===== src/hw/rtl/seven_segment_lcd_frame_builder_macros.svh =====
// assertion macros for the frame builder
`ifndef SEVEN_SEGMENT_LCD_FRAME_BUILDER_MACROS_SVH
`define SEVEN_SEGMENT_LCD_FRAME_BUILDER_MACROS_SVH

// same-cycle implication
`define SSL_ASSERT_IMP(lbl, clk, rst_n, ante, cons) \
  lbl: assert property (@(posedge clk) disable iff (!rst_n) (ante) |-> (cons)) \
    else $error("frame builder check failed");

// next-cycle implication
`define SSL_ASSERT_NEXT(lbl, clk, rst_n, ante, cons) \
  lbl: assert property (@(posedge clk) disable iff (!rst_n) (ante) |=> (cons)) \
    else $error("frame builder check failed");

`endif


===== src/hw/rtl/ssl_pkg.sv =====
`default_nettype none

package ssl_pkg;

  typedef enum logic [3:0] {
    KIND_CHAR      = 4'd0,
    KIND_RAW       = 4'd1,
    KIND_STRING    = 4'd2,
    KIND_DECIMAL   = 4'd3,
    KIND_CLEAR     = 4'd4,
    KIND_BLINK_OFF = 4'd5,
    KIND_BLINK_ON  = 4'd6,
    KIND_REFRESH   = 4'd7,
    KIND_INIT      = 4'd8
  } kind_e;

  typedef enum logic {
    FRONT_IDLE,
    FRONT_DEC
  } front_state_e;

  localparam int unsigned FRAME_LEN = 10;
  localparam int unsigned NUM_DIGITS = 4;
  localparam int unsigned FONT_DEPTH = 40;

  localparam logic [5:0] FONT_DIGIT0 = 6'd0;
  localparam logic [5:0] FONT_DASH = 6'd10;
  localparam logic [5:0] FONT_UNDERSCORE = 6'd11;
  localparam logic [5:0] FONT_BLANK = 6'd12;
  localparam logic [5:0] FONT_LETTER_A = 6'd13;
  localparam logic [5:0] FONT_DEGREE = 6'd39;

  localparam logic [7:0] FONT_ROM [FONT_DEPTH] = '{
    8'h6F, 8'h03, 8'h5D, 8'h57, 8'h33, 8'h76, 8'h7E, 8'h43, 8'h7F, 8'h77,
    8'h10, 8'h04, 8'h00,
    8'h7B, 8'h3E, 8'h6C, 8'h1F, 8'h7C, 8'h78, 8'h6E, 8'h3A, 8'h03, 8'h0F,
    8'h3B, 8'h2C, 8'h5A, 8'h1A, 8'h6F, 8'h79, 8'h73, 8'h18, 8'h76, 8'h3C,
    8'h0E, 8'h2F, 8'h35, 8'h2B, 8'h37, 8'h5D,
    8'h01
  };

  localparam logic [7:0] INIT_FRAME [FRAME_LEN] = '{
    8'hCD, 8'h80, 8'hE0, 8'hF8, 8'h70, 8'h05, 8'hD5, 8'h9B, 8'hFF, 8'h00
  };

  localparam logic [7:0] CMD_MODE = 8'hCD;
  localparam logic [7:0] CMD_POINTER = 8'h80;
  localparam logic [7:0] CMD_DEVICE = 8'hE0;
  localparam logic [7:0] CMD_BANK = 8'hF8;
  localparam logic [7:0] CMD_NO_BLINK = 8'h70;
  localparam logic [7:0] CMD_FLASH = 8'h71;

  localparam logic [13:0] DEC_MAX = 14'd9999;
  localparam logic [13:0] DEC_MIN_MAG = 14'd999;
  localparam logic [15:0] RECIP_TEN = 16'hCCCD;
  localparam int unsigned RECIP_SHIFT = 19;

  typedef struct packed {
    logic            is_init;
    logic            bus;
    logic            blink;
    logic [3:0][7:0] codes;
  } job_t;

  typedef struct packed {
    logic valid;
    logic full;
  } queue_status_t;

  function automatic logic [7:0] font_lookup(input logic [7:0] c);
    logic [5:0] idx;
    idx = FONT_BLANK;
    if (c >= 8'h61 && c <= 8'h7A) begin
      idx = FONT_LETTER_A + 6'(c - 8'h61);
    end else if (c >= 8'h41 && c <= 8'h5A) begin
      idx = FONT_LETTER_A + 6'(c - 8'h41);
    end else if (c >= 8'h30 && c <= 8'h39) begin
      idx = FONT_DIGIT0 + 6'(c - 8'h30);
    end else if (c == 8'h2D) begin
      idx = FONT_DASH;
    end else if (c == 8'h5F) begin
      idx = FONT_UNDERSCORE;
    end else if (c == 8'h2A) begin
      idx = FONT_DEGREE;
    end
    return FONT_ROM[idx];
  endfunction

endpackage

`default_nettype wire


===== src/hw/rtl/ssl_if.sv =====
`default_nettype none

interface ssl_item_if;
  logic               valid;
  logic               ready;
  logic [3:0]         kind;
  logic [1:0]         position;
  logic [7:0]         char_first;
  logic [7:0]         char_second;
  logic [7:0]         char_third;
  logic [7:0]         char_fourth;
  logic signed [15:0] dec_value;
  logic               timed;
  logic               display_select;

  modport source (
    output valid, kind, position, char_first, char_second, char_third, char_fourth,
           dec_value, timed, display_select,
    input  ready
  );
  modport sink (
    input  valid, kind, position, char_first, char_second, char_third, char_fourth,
           dec_value, timed, display_select,
    output ready
  );
endinterface

interface ssl_beat_if;
  logic       valid;
  logic       ready;
  logic       bus_select;
  logic       frame_start;
  logic [7:0] frame_byte;
  logic       frame_end;
  logic       last;

  modport source (
    output valid, bus_select, frame_start, frame_byte, frame_end, last,
    input  ready
  );
  modport sink (
    input  valid, bus_select, frame_start, frame_byte, frame_end, last,
    output ready
  );
endinterface

`default_nettype wire


===== src/hw/rtl/ssl_front.sv =====
`default_nettype none

module ssl_front #(
  parameter int unsigned HOLD_CYCLES = 8
) (
  input  wire logic                  clk_i,
  input  wire logic                  rst_ni,
  ssl_item_if.sink                   item_i,
  input  wire ssl_pkg::queue_status_t q_status_i,
  output      logic                  push_o,
  output      ssl_pkg::job_t         push_job_o
);

  localparam logic [3:0] HoldLoad = 4'(HOLD_CYCLES);

  ssl_pkg::front_state_e state_q, state_d;
  logic [3:0][7:0] codes_q, codes_d;
  logic            blink_q, blink_d;
  logic [3:0]      hold_q, hold_d;
  logic [13:0]     mag_q, mag_d;
  logic [1:0]      digit_q, digit_d;
  logic            neg_q, neg_d;
  logic            bus_q, bus_d;

  logic            accept;
  logic            dec_start;
  logic            dec_done;
  logic            do_refresh;
  logic            do_init;
  logic            load_hold;
  logic            stop;
  logic [7:0]      chars [ssl_pkg::NUM_DIGITS];
  logic [15:0]     neg_value;
  logic [29:0]     prod;
  logic [13:0]     quot;
  logic [13:0]     rem;

  assign item_i.ready = (state_q == ssl_pkg::FRONT_IDLE) && !q_status_i.full;
  assign accept = item_i.valid && item_i.ready;
  assign dec_start = accept && (item_i.kind == ssl_pkg::KIND_DECIMAL);

  // one decimal digit per cycle through a reciprocal multiply
  assign prod = mag_q * ssl_pkg::RECIP_TEN;
  assign quot = 14'(prod[29:ssl_pkg::RECIP_SHIFT]);
  assign rem = mag_q - ((quot << 3) + (quot << 1));
  assign dec_done = (state_q == ssl_pkg::FRONT_DEC) && ((quot == '0) || (digit_q == '0));
  assign neg_value = 16'(-item_i.dec_value);

  always_comb begin
    state_d = state_q;
    unique case (state_q)
      ssl_pkg::FRONT_IDLE: begin
        if (dec_start) state_d = ssl_pkg::FRONT_DEC;
      end
      ssl_pkg::FRONT_DEC: begin
        if (dec_done) state_d = ssl_pkg::FRONT_IDLE;
      end
      default: state_d = ssl_pkg::FRONT_IDLE;
    endcase
  end

  always_comb begin
    codes_d = codes_q;
    blink_d = blink_q;
    hold_d = hold_q;
    mag_d = mag_q;
    digit_d = digit_q;
    neg_d = neg_q;
    bus_d = bus_q;
    do_refresh = 1'b0;
    do_init = 1'b0;
    load_hold = 1'b0;
    stop = 1'b0;
    chars[0] = item_i.char_first;
    chars[1] = item_i.char_second;
    chars[2] = item_i.char_third;
    chars[3] = item_i.char_fourth;

    if (accept) begin
      unique case (ssl_pkg::kind_e'(item_i.kind))
        ssl_pkg::KIND_CHAR: begin
          codes_d[item_i.position] = ssl_pkg::font_lookup(item_i.char_first);
          do_refresh = 1'b1;
        end
        ssl_pkg::KIND_RAW: begin
          codes_d[item_i.position] = item_i.char_first;
          do_refresh = 1'b1;
        end
        ssl_pkg::KIND_STRING: begin
          codes_d = '0;
          for (int i = 0; i < ssl_pkg::NUM_DIGITS; i++) begin
            if (chars[i] == 8'h00) stop = 1'b1;
            if (!stop) codes_d[i] = ssl_pkg::font_lookup(chars[i]);
          end
          do_refresh = 1'b1;
          load_hold = item_i.timed;
        end
        ssl_pkg::KIND_DECIMAL: begin
          codes_d = '0;
          digit_d = 2'd3;
          bus_d = item_i.display_select;
          if (item_i.dec_value < -16'sd999) begin
            neg_d = 1'b1;
            mag_d = ssl_pkg::DEC_MIN_MAG;
          end else if (item_i.dec_value > 16'sd9999) begin
            neg_d = 1'b0;
            mag_d = ssl_pkg::DEC_MAX;
          end else if (item_i.dec_value < 16'sd0) begin
            neg_d = 1'b1;
            mag_d = neg_value[13:0];
          end else begin
            neg_d = 1'b0;
            mag_d = item_i.dec_value[13:0];
          end
        end
        ssl_pkg::KIND_CLEAR: begin
          codes_d = '0;
          do_refresh = 1'b1;
        end
        ssl_pkg::KIND_BLINK_OFF: begin
          blink_d = 1'b0;
          do_refresh = 1'b1;
        end
        ssl_pkg::KIND_BLINK_ON: begin
          blink_d = 1'b1;
          do_refresh = 1'b1;
        end
        ssl_pkg::KIND_REFRESH: begin
          do_refresh = 1'b1;
        end
        ssl_pkg::KIND_INIT: begin
          codes_d = '0;
          blink_d = 1'b0;
          do_init = 1'b1;
        end
        default: begin
        end
      endcase
    end

    if (state_q == ssl_pkg::FRONT_DEC) begin
      codes_d[digit_q] = ssl_pkg::FONT_ROM[6'(rem[3:0])];
      mag_d = quot;
      digit_d = digit_q - 2'd1;
      if (dec_done) begin
        do_refresh = 1'b1;
        if (neg_q && (quot == '0) && (digit_q != '0)) begin
          codes_d[digit_q - 2'd1] = ssl_pkg::FONT_ROM[ssl_pkg::FONT_DASH];
        end
      end
    end

    push_o = do_init;
    if (do_refresh) begin
      if (hold_q != '0) hold_d = hold_q - 4'd1;
      else push_o = 1'b1;
    end
    if (load_hold) hold_d = HoldLoad;
    if (do_init) hold_d = '0;

    push_job_o.is_init = do_init;
    push_job_o.bus = (state_q == ssl_pkg::FRONT_DEC) ? bus_q : item_i.display_select;
    push_job_o.blink = blink_d;
    push_job_o.codes = codes_d;
  end

  always_ff @(posedge clk_i or negedge rst_ni) begin
    if (!rst_ni) begin
      state_q <= ssl_pkg::FRONT_IDLE;
      codes_q <= '0;
      blink_q <= 1'b0;
      hold_q <= '0;
    end else begin
      state_q <= state_d;
      codes_q <= codes_d;
      blink_q <= blink_d;
      hold_q <= hold_d;
    end
  end

  always_ff @(posedge clk_i) begin
    mag_q <= mag_d;
    digit_q <= digit_d;
    neg_q <= neg_d;
    bus_q <= bus_d;
  end

endmodule

`default_nettype wire


===== src/hw/rtl/ssl_queue.sv =====
`default_nettype none

module ssl_queue (
  input  wire logic                  clk_i,
  input  wire logic                  rst_ni,
  input  wire logic                  push_i,
  input  wire ssl_pkg::job_t         push_job_i,
  input  wire logic                  pop_i,
  output      ssl_pkg::job_t         pop_job_o,
  output      ssl_pkg::queue_status_t status_o
);

  localparam int unsigned Depth = 2;

  ssl_pkg::job_t entries_q [Depth];
  logic       wr_ptr_q, wr_ptr_d;
  logic       rd_ptr_q, rd_ptr_d;
  logic [1:0] count_q, count_d;
  logic       do_push;
  logic       do_pop;

  assign status_o.valid = (count_q != '0);
  assign status_o.full = (count_q == 2'(Depth));
  assign do_push = push_i && !status_o.full;
  assign do_pop = pop_i && status_o.valid;
  assign pop_job_o = entries_q[rd_ptr_q];

  always_comb begin
    wr_ptr_d = do_push ? !wr_ptr_q : wr_ptr_q;
    rd_ptr_d = do_pop ? !rd_ptr_q : rd_ptr_q;
    count_d = count_q + 2'(do_push) - 2'(do_pop);
  end

  always_ff @(posedge clk_i or negedge rst_ni) begin
    if (!rst_ni) begin
      wr_ptr_q <= 1'b0;
      rd_ptr_q <= 1'b0;
      count_q <= '0;
    end else begin
      wr_ptr_q <= wr_ptr_d;
      rd_ptr_q <= rd_ptr_d;
      count_q <= count_d;
    end
  end

  always_ff @(posedge clk_i) begin
    if (do_push) entries_q[wr_ptr_q] <= push_job_i;
  end

endmodule

`default_nettype wire


===== src/hw/rtl/ssl_back.sv =====
`default_nettype none

module ssl_back (
  input  wire logic                  clk_i,
  input  wire logic                  rst_ni,
  input  wire ssl_pkg::queue_status_t q_status_i,
  input  wire ssl_pkg::job_t         q_job_i,
  output      logic                  pop_o,
  ssl_beat_if.source                 beat_o
);

  localparam logic [4:0] RefreshLast = 5'(ssl_pkg::FRAME_LEN - 1);
  localparam logic [4:0] InitLast = 5'(2 * ssl_pkg::FRAME_LEN - 1);
  localparam logic [4:0] FrameLen = 5'(ssl_pkg::FRAME_LEN);
  localparam logic [3:0] PosLast = 4'(ssl_pkg::FRAME_LEN - 1);

  ssl_pkg::job_t job_q, job_d;
  logic       active_q, active_d;
  logic [4:0] cnt_q, cnt_d;
  logic       out_valid_q, out_valid_d;
  logic       bus_q, start_q, end_q, last_q;
  logic [7:0] byte_q;

  logic       fire;
  logic       done;
  logic [4:0] last_idx;
  logic [3:0] pos;
  logic       bus;
  logic [7:0] byte_val;
  logic [7:0] c0, c1, c2, c3;

  assign c0 = job_q.codes[0];
  assign c1 = job_q.codes[1];
  assign c2 = job_q.codes[2];
  assign c3 = job_q.codes[3];

  assign last_idx = job_q.is_init ? InitLast : RefreshLast;
  assign fire = active_q && (!out_valid_q || beat_o.ready);
  assign done = fire && (cnt_q == last_idx);
  assign pop_o = q_status_i.valid && (!active_q || done);

  always_comb begin
    if (job_q.is_init && (cnt_q >= FrameLen)) begin
      pos = 4'(cnt_q - FrameLen);
      bus = 1'b1;
    end else begin
      pos = cnt_q[3:0];
      bus = job_q.is_init ? 1'b0 : job_q.bus;
    end
  end

  // 28 bits of segment data packed behind five command beats
  always_comb begin
    unique case (pos)
      4'd0: byte_val = ssl_pkg::CMD_MODE;
      4'd1: byte_val = ssl_pkg::CMD_POINTER;
      4'd2: byte_val = ssl_pkg::CMD_DEVICE;
      4'd3: byte_val = ssl_pkg::CMD_BANK;
      4'd4: byte_val = job_q.blink ? ssl_pkg::CMD_FLASH : ssl_pkg::CMD_NO_BLINK;
      4'd5: byte_val = c0 >> 4;
      4'd6: byte_val = (c0 << 4) | (c1 >> 3);
      4'd7: byte_val = (c1 << 5) | (c2 >> 2);
      4'd8: byte_val = (c2 << 6) | (c3 >> 1);
      4'd9: byte_val = c3 << 7;
      default: byte_val = 8'h00;
    endcase
    if (job_q.is_init && (pos <= PosLast)) byte_val = ssl_pkg::INIT_FRAME[pos];
  end

  always_comb begin
    active_d = active_q;
    cnt_d = cnt_q;
    job_d = job_q;
    if (fire) cnt_d = cnt_q + 5'd1;
    if (done) active_d = 1'b0;
    if (pop_o) begin
      active_d = 1'b1;
      cnt_d = '0;
      job_d = q_job_i;
    end
    out_valid_d = fire ? 1'b1 : (beat_o.ready ? 1'b0 : out_valid_q);
  end

  always_ff @(posedge clk_i or negedge rst_ni) begin
    if (!rst_ni) begin
      active_q <= 1'b0;
      cnt_q <= '0;
      out_valid_q <= 1'b0;
    end else begin
      active_q <= active_d;
      cnt_q <= cnt_d;
      out_valid_q <= out_valid_d;
    end
  end

  always_ff @(posedge clk_i) begin
    job_q <= job_d;
    if (fire) begin
      bus_q <= bus;
      start_q <= (pos == '0);
      byte_q <= byte_val;
      end_q <= (pos == PosLast);
      last_q <= (cnt_q == last_idx);
    end
  end

  assign beat_o.valid = out_valid_q;
  assign beat_o.bus_select = bus_q;
  assign beat_o.frame_start = start_q;
  assign beat_o.frame_byte = byte_q;
  assign beat_o.frame_end = end_q;
  assign beat_o.last = last_q;

endmodule

`default_nettype wire


===== src/hw/rtl/seven_segment_lcd_frame_builder.sv =====
// seven-segment lcd frame builder
// item_i (sink) takes one command beat: a character, raw code, string, decimal,
// clear, blink change, refresh or init. beat_o (source) gives the frame bytes,
// one per beat, tagged with the bus, frame start, frame end and last-of-item.
// a refresh gives ten beats, init twenty (one frame on each bus); a refresh
// while the hold count runs gives nothing and counts the hold down.
// a first beat passes through the job queue, the back-end job register and the
// output register; a decimal is first converted, up to four digits, in the
// multiply-by-reciprocal stage. beats leave at one per cycle while the receiver
// is ready; the front accepts a new beat every cycle while the two-entry job
// queue has room, and stops only during decimal conversion.
// a stalled receiver holds the output register; the queue fills and then the
// input is held off. reset clears the codes, blink flag, hold count, queue
// and output register.
`default_nettype none
`include "seven_segment_lcd_frame_builder_macros.svh"

module seven_segment_lcd_frame_builder #(
  parameter int unsigned HOLD_CYCLES = 8
) (
  input wire logic   clk_i,
  input wire logic   rst_ni,
  ssl_item_if.sink   item_i,
  ssl_beat_if.source beat_o
);

  logic                   push;
  ssl_pkg::job_t          push_job;
  logic                   pop;
  ssl_pkg::job_t          q_job;
  ssl_pkg::queue_status_t q_status;

  ssl_front #(
    .HOLD_CYCLES(HOLD_CYCLES)
  ) u_front (
    .clk_i     (clk_i),
    .rst_ni    (rst_ni),
    .item_i    (item_i),
    .q_status_i(q_status),
    .push_o    (push),
    .push_job_o(push_job)
  );

  ssl_queue u_queue (
    .clk_i     (clk_i),
    .rst_ni    (rst_ni),
    .push_i    (push),
    .push_job_i(push_job),
    .pop_i     (pop),
    .pop_job_o (q_job),
    .status_o  (q_status)
  );

  ssl_back u_back (
    .clk_i     (clk_i),
    .rst_ni    (rst_ni),
    .q_status_i(q_status),
    .q_job_i   (q_job),
    .pop_o     (pop),
    .beat_o    (beat_o)
  );

  `SSL_ASSERT_IMP(a_ready_needs_room, clk_i, rst_ni, item_i.ready, !q_status.full)
  `SSL_ASSERT_NEXT(a_push_lands, clk_i, rst_ni, push, q_status.valid)
  `SSL_ASSERT_IMP(a_last_ends_frame, clk_i, rst_ni, beat_o.valid && beat_o.last, beat_o.frame_end)
  `SSL_ASSERT_IMP(a_start_not_end, clk_i, rst_ni, beat_o.valid && beat_o.frame_start, !beat_o.frame_end)

endmodule

`default_nettype wire


===== src/flat_wrapper.sv =====
// flat-port wrapper written by rule: the top's interface ports become plain ports
module seven_segment_lcd_frame_builder_flat 
#(
  parameter int unsigned HOLD_CYCLES = 8
)
  (clk_i, rst_ni, item_i_valid, item_i_kind, item_i_position, item_i_char_first, item_i_char_second, item_i_char_third, item_i_char_fourth, item_i_dec_value, item_i_timed, item_i_display_select, item_i_ready, beat_o_valid, beat_o_bus_select, beat_o_frame_start, beat_o_frame_byte, beat_o_frame_end, beat_o_last, beat_o_ready);
  ssl_item_if item_i_i ();
  ssl_beat_if beat_o_i ();
  input wire logic clk_i;
  input wire logic rst_ni;
  input wire logic [$bits(item_i_i.valid)-1:0] item_i_valid;
  input wire logic [$bits(item_i_i.kind)-1:0] item_i_kind;
  input wire logic [$bits(item_i_i.position)-1:0] item_i_position;
  input wire logic [$bits(item_i_i.char_first)-1:0] item_i_char_first;
  input wire logic [$bits(item_i_i.char_second)-1:0] item_i_char_second;
  input wire logic [$bits(item_i_i.char_third)-1:0] item_i_char_third;
  input wire logic [$bits(item_i_i.char_fourth)-1:0] item_i_char_fourth;
  input wire logic [$bits(item_i_i.dec_value)-1:0] item_i_dec_value;
  input wire logic [$bits(item_i_i.timed)-1:0] item_i_timed;
  input wire logic [$bits(item_i_i.display_select)-1:0] item_i_display_select;
  output wire logic [$bits(item_i_i.ready)-1:0] item_i_ready;
  output wire logic [$bits(beat_o_i.valid)-1:0] beat_o_valid;
  output wire logic [$bits(beat_o_i.bus_select)-1:0] beat_o_bus_select;
  output wire logic [$bits(beat_o_i.frame_start)-1:0] beat_o_frame_start;
  output wire logic [$bits(beat_o_i.frame_byte)-1:0] beat_o_frame_byte;
  output wire logic [$bits(beat_o_i.frame_end)-1:0] beat_o_frame_end;
  output wire logic [$bits(beat_o_i.last)-1:0] beat_o_last;
  input wire logic [$bits(beat_o_i.ready)-1:0] beat_o_ready;
  assign item_i_i.valid = item_i_valid;
  assign item_i_i.kind = item_i_kind;
  assign item_i_i.position = item_i_position;
  assign item_i_i.char_first = item_i_char_first;
  assign item_i_i.char_second = item_i_char_second;
  assign item_i_i.char_third = item_i_char_third;
  assign item_i_i.char_fourth = item_i_char_fourth;
  assign item_i_i.dec_value = item_i_dec_value;
  assign item_i_i.timed = item_i_timed;
  assign item_i_i.display_select = item_i_display_select;
  assign item_i_ready = item_i_i.ready;
  assign beat_o_valid = beat_o_i.valid;
  assign beat_o_bus_select = beat_o_i.bus_select;
  assign beat_o_frame_start = beat_o_i.frame_start;
  assign beat_o_frame_byte = beat_o_i.frame_byte;
  assign beat_o_frame_end = beat_o_i.frame_end;
  assign beat_o_last = beat_o_i.last;
  assign beat_o_i.ready = beat_o_ready;
  seven_segment_lcd_frame_builder #(.HOLD_CYCLES(HOLD_CYCLES)) u_core (.clk_i(clk_i), .rst_ni(rst_ni), .item_i(item_i_i), .beat_o(beat_o_i));
endmodule

===== config.mk =====
export PLATFORM = sky130hd
export DESIGN_NAME = seven_segment_lcd_frame_builder_flat
export DESIGN_NICKNAME = d
export VERILOG_FILES = /design/src/hw/rtl/ssl_pkg.sv /design/src/hw/rtl/ssl_if.sv /design/src/hw/rtl/ssl_front.sv /design/src/hw/rtl/ssl_queue.sv /design/src/hw/rtl/ssl_back.sv /design/src/hw/rtl/seven_segment_lcd_frame_builder.sv /design/src/flat_wrapper.sv
export VERILOG_INCLUDE_DIRS = /design/src /design/src/hw/rtl
export SDC_FILE = /design/constraint.sdc
export NUM_CORES = 1
export LEC_CHECK = 0
export BUFFER_PORTS_ARGS = -buffer_cell sky130_fd_sc_hd__buf_2
export CORE_MARGIN = 4
export CORE_UTILIZATION = 40
export DETAILED_ROUTE_END_ITERATION = 10
export PLACE_DENSITY_LB_ADDON = 0.3
export SLEW_MARGIN = 20
export SYNTH_ARGS = -nofsm -noshare
export SYNTH_HDL_FRONTEND = slang
export SYNTH_SLANG_ARGS = --single-unit

===== constraint.sdc =====
create_clock -name clk_i -period 10.5 [get_ports clk_i]
set_clock_uncertainty 0.05 [all_clocks]
set_input_delay 0.525 -clock clk_i [delete_from_list [all_inputs] [get_ports clk_i]]
set_output_delay 0.525 -clock clk_i [all_outputs]
set_load 0.01 [all_outputs]

---- After elaboration in Yosys (flattened, before gate mapping) ----
Memories as Yosys holds them, arrays and structs flattened. A register that Yosys moved wholly into a read port is not among the register bits.
Index checks and enable logic that the tools add are counted.
Widths: inputs -> output; s select.
operators by class
  add/sub/neg operators ................... 29
  multiply operators ...................... 1
  magnitude comparators ................... 42
  equal/unequal tests ..................... 31
  mux-type cells .......................... 127
  bitwise logic cells ..................... 14
  reduce and logical (&&, ||, !) cells .... 60
operators with widths
  operator                number
  $mux 6                  38
  $mux 8                  22
  $mux 32                 4
  $pmux 32 s4             1
  $bwmux 32               3
  $pmux 8 s10             1
  $eq 8x6->1 const B      8
  $ge 8x7->1 const B      8
  $le 8x7->1 const B      8
  $add 4x6->6 const A     8
  $demux 8 s2             3
  $sub 6x6->6 const B     8
  $ge 7x7->1 const B      6
  $mux 14                 3
  $mux 1                  36
  $not 6->7               5
  $mux 11                 3
  $eq 4x3->1 const B      8
  $eq 8x7->1 const B      4
  $ge 8x6->1 const B      4
  $le 8x6->1 const B      4
  $logic_not 8->1         4
  $mul 14x16->30 const B  1
  $and 28x28->28          1
  other kinds (48)        113
storage, ports and cells
  bits in registers ....................... 79
  bits in writable memories ............... 70
  ROM bits ................................ 3200
  bits of input ports ..................... 60
  output and inout bits ................... 14
  word-level logic and storage cells ...... 335
  memories kept ........................... 8
memories
  name              words  width  rd ports  clocked after memory_dff  write ports  line              source
  (name not given)  64     8      1         0                         0            ssl_front.sv:142  codes_d[digit_q] = ssl_pkg::FONT_ROM[6'(rem[3:0])];
  (name not given)  64     8      1         0                         0            ssl_pkg.sv:86     return FONT_ROM[idx];
  (name not given)  64     8      1         0                         0            ssl_pkg.sv:86
  (name not given)  64     8      1         0                         0            ssl_pkg.sv:86
  (name not given)  64     8      1         0                         0            ssl_pkg.sv:86
  (name not given)  64     8      1         0                         0            ssl_pkg.sv:86
  2 more memories   n/a    n/a    n/a       n/a                       n/a          n/a

---- Depth between registers and ports, before layout ----
  depth in word-level cells ............... 29
  gate-level depth with buffers ........... 32
  mapped depth without buffers ............ 31

---- Hierarchy ----
Synthesis repeated with hierarchy kept, for this count alone.
second synthesis, totals
  cells, all modules ...................... 1992
  area total of the unflattened synthesis .. 18317.6 um2
by module, submodules not included
  module     times used  cells each  area each (um2)  sequential area each (um2)
  ssl_front  1           1664        12819.8          1461.4
  ssl_queue  1           127         2852.7           2202.1
  ssl_back   1           201         2645.0           1586.5

---- Worst setup path after synthesis ----
OpenSTA, ideal clock, no wires.
  path type ............................... flip-flop to flip-flop
  start point ............................. register u_core.u_front.mag_q[12]
  end point ............................... memory u_core.u_queue.entries_q[1][0] (netlist bit) (enable)
  setup time .............................. 0.431 ns
  arrival time ............................ 7.531 ns
  data required time ...................... 10.019 ns
  setup slack ............................. 2.488 ns
  cell stages (with the launch flop) ...... 23
  buffers on the path ..................... 0
  period minus slack after synthesis ...... 8.012 ns
  path through ............................ dfxtp_1 -> inv_1 -> ha_1 -> fa_1 -> fa_1 -> fa_1 -> inv_1 -> fa_1 -> inv_1 -> fa_1 -> inv_1 -> ha_1 -> nand4_1 -> nor4_1 -> or4_4 -> or4_1 -> o311ai_1 -> o21ba_2 -> nand4b_4 -> o21bai_2 -> a21oi_2 -> o31a_1 -> nor2b_1
on the way
  longest elaborated chain between the ends .. 10
RTL lines
  item                          line              source
  start: declaration            ssl_front.sv:20   logic [13:0] mag_q, mag_d;
  start signal: assignment      ssl_front.sv:182  mag_q <= mag_d;
  $mul 14x16->30                ssl_front.sv:43   assign prod = mag_q * ssl_pkg::RECIP_TEN;
  $logic_not 14->1              ssl_front.sv:46   assign dec_done = (state_q == ssl_pkg::FRONT_DEC) && ((quot == '0) || (digit_q == '0));
  $logic_or 1x1->1              ssl_front.sv:46
  $logic_and 1x1->1             ssl_front.sv:46
  $mux 1                        ssl_front.sv:145  if (dec_done) begin
  $mux 1                        ssl_front.sv:141  if (state_q == ssl_pkg::FRONT_DEC) begin
  $mux 1                        ssl_front.sv:154  if (do_refresh) begin
  $logic_and 1x1->1             ssl_queue.sv:24   assign do_push = push_i && !status_o.full;
  $mux 1                        ssl_queue.sv:47   if (do_push) entries_q[wr_ptr_q] <= push_job_i;
  $mux 1 (not written as such)  ssl_queue.sv:47
  end: declaration              ssl_queue.sv:15   ssl_pkg::job_t entries_q [Depth];
Every way passes these cells.

==> impl_metrics.json <==
{
  "synth_cell_types": 109,
  "place.gp.congestion": 0.933,
  "timing.fmax_mhz": 118,
  "postCtsSetupRepairBufs": 0,
  "synth_flop_cell": "edfxtp_1",
  "grt_overflow": 0,
  "critPathCaptureType": "flip-flop",
  "holdBufCountCts": 0,
  "syn-cell-area_um2": 18100,
  "hold_path.class": "in2async",
  "fin_crit_ns": 8.49,
  "relSlewSlack_pct": 29.3,
  "setup_violations": 0,
  "synth_top_area_share_pct": 21.9,
  "async_reset_ff_share_pct": 26.6,
  "cts_inserted_buffers": 17,
  "final_cell_count_no_fill": 2654,
  "hpwl_mm": 40.2,
  "cp.required_ns": 10.65,
  "synth_commonest_cells": "ha_1, nand2_1, inv_1, nor2_1, edfxtp_1",
  "grt_use_total_pct": 21.5,
  "root_buffer": "clkbuf_16",
  "synth_top_cell_by_area": "edfxtp_1",
  "post-place-ws_ns": 2.09,
  "setup_slack_ns": 2.01,
  "clock_path_buffers": 2,
  "grt_max_degree": 50,
  "clk_pin_slew_worst_paths_ns": 0.08,
  "arrival_ns": 8.64,
  "via_per_inst": 6.03,
  "startpoint_type": "flip-flop",
  "drc_errors": 0,
  "cts_sinks": 184,
  "start_util_pct": 40.7,
  "synth_most_common_cell": "ha_1",
  "syn_inst": 2037,
  "cts_tree": "built",
  "outcome": "finished, final reports clean",
  "layout.nets": 2362,
  "max-cap-violations": 0,
  "syn_to_final_growth_pct": 8.24,
  "dieArea_um2": 48600,
  "portBuffers": 73,
  "clock_latency_ns": 0.45,
  "crit_path_frequent_cell": "fa_1",
  "die_y_um": 221,
  "slew_viol_final": 0,
  "dr.pass1.iters": 8,
  "critPathLaunch": "u_core.u_front.mag_q[12]$_SDFFE_PP0P_",
  "avgSynthCellArea_um2": 8.87,
  "critPathKind": "reg2reg",
  "yosysSeqAreaShare_pct": 29.1,
  "path_max_fanout": 16,
  "antenna_found_initial": 1,
  "synthTopCellsByArea": "edfxtp_1, ha_1, dfrtp_1",
  "post-route-util_pct": 44.0,
  "cts.repair.resized": 0,
  "worstMarginPinSlew_ns": 1.06,
  "synth-seq-cells": 184,
  "synth_nets": 2351,
  "worstReg2RegStart": "u_core.u_front.mag_q[12]$_SDFFE_PP0P_",
  "drtIter0Drc": 1787,
  "place_inst": 2620,
  "synth_warnings": 0,
  "num_vias": 16000,
  "htreeDepth": 4,
  "critPathMaxStageDelay_ns": 0.65,
  "die_w_um": 221,
  "wl_per_cell_um": 19.9,
  "wl_mm": 52.9,
  "synth_edf_count": 132,
  "grt_pass1_wl_mm": 84.0,
  "drtAntennaViolNets": 0,
  "tns_ns": 0,
  "ios": 74,
  "grt_pass1_vias": 15400,
  "finalHoldViolCount": 0,
  "period_share_pct": 80.8,
  "rows": 77,
  "drive_gt1_share_pct": 10.5,
  "rsz0062_at_grt": "false",
  "crit_slowest_cell": "fa_1",
  "core-area_um2": 44400
}
==> layout make-up <==
cell class	instances	area, µm²
Fill cell	4277	24900
Multi-Input combinational cell	1578	11800
Sequential cell	184	5250
Tap cell	592	741
Inverter	178	668
Timing Repair Buffer	89	498
Clock buffer	19	454
Clock inverter	13	158
Antenna cell	1	2.50
==> placed cells by master, fill, tap and decap left out, types with 52 or more instances in the layout <==
| cell | n |
|---|---|
| buf_2 | 73 |
| a21oi_1 | 123 |
| o21ai_0 | 127 |
| ha_1 | 202 |
| nand2_1 | 180 |
| edfxtp_1 | 132 |
| nand3_1 | 71 |
| nor2_1 | 137 |
| inv_1 | 176 |
| nor3_1 | 54 |
| fa_1 | 52 |
==> final timing paths <==
kind | slack, ns | cells after the start | end
max in group asynchronous | 9.73 | 2 | u_core.u_front.codes_q[15]$_DFF_PN0_
worst max-delay path | 2.01 | 28 | u_core.u_queue.entries_q[1][19]$_DFFE_PP_
min in group clk_i | 0.25 | 1 | u_core.u_front.bus_q$_DFFE_PP_
worst min-delay path | 0.15 | 2 | u_core.u_back.cnt_q[2]$_DFFE_PN0P_
worst min register to register | 0.45 | 1 | u_core.u_queue.count_q[1]$_DFF_PN0_
worst max register to register | 2.01 | 28 | u_core.u_queue.entries_q[1][19]$_DFFE_PP_
==> per-layer routing <==
metal	vias up	GRT usage, %	wire length (µm)
li1	7531	-	-
met1	7667	28.8	22500
met2	702	36.1	25200
met3	115	3.19	3460
met4	0	6.89	1720
met5	-	0	0
==> critical path, delay by kind of cell (launching register included) <==
family | cells | cell delay [ns]
DFF | 1 | 0.41
buffers and inverters | 4 | 0.21
and+or+nand+nor | 7 | 1.28
xor gates and xnor gates | 2 | 1.00
adders and majority gates | 8 | 3.62
AOI/OAI and AO/OA | 7 | 1.64
==> registers in the layout, summed over array words and instances (netlist names), 3 cells and up <==
register / count
u_core.u_back.beat_o.frame_byte: 8
u_core.u_back.c0: 8
u_core.u_back.c1: 8
u_core.u_back.c2: 8
u_core.u_back.c3: 8
u_core.u_back.cnt_q: 5
u_core.u_back.job_q: 3
u_core.u_front.codes_q: 32
u_core.u_front.hold_q: 4
u_core.u_front.mag_q: 14
u_core.u_queue.entries_q: 70
==> logic make-up (layout without fill, tap and decap cells) <==
logic type / count (synthesis) / after routing / share of synthesized area (%)
other cells: 0 / 1 / 0
xor+xnor: 47 / 47 / 2.32
simple gates: 625 / 625 / 17.3
compound gates: 595 / 595 / 22.1
flops: 184 / 184 / 29.1
fa+ha+maj: 254 / 254 / 19.8
mux: 57 / 57 / 3.52
buf+inv: 275 / 299 / 6.00
==> stage by stage <==
step,cell area (µm²),hold WS (ns)
floorplan,18100,0.179
finish,19600,0.151
detailed placement,18900,0.437
global route,19600,0.203
global placement,18900,0.429
CTS,19500,0.189
Power is left out: the tool's default activity adds up to more than one toggle a clock period on the data nets, which glitch-free logic cannot reach.
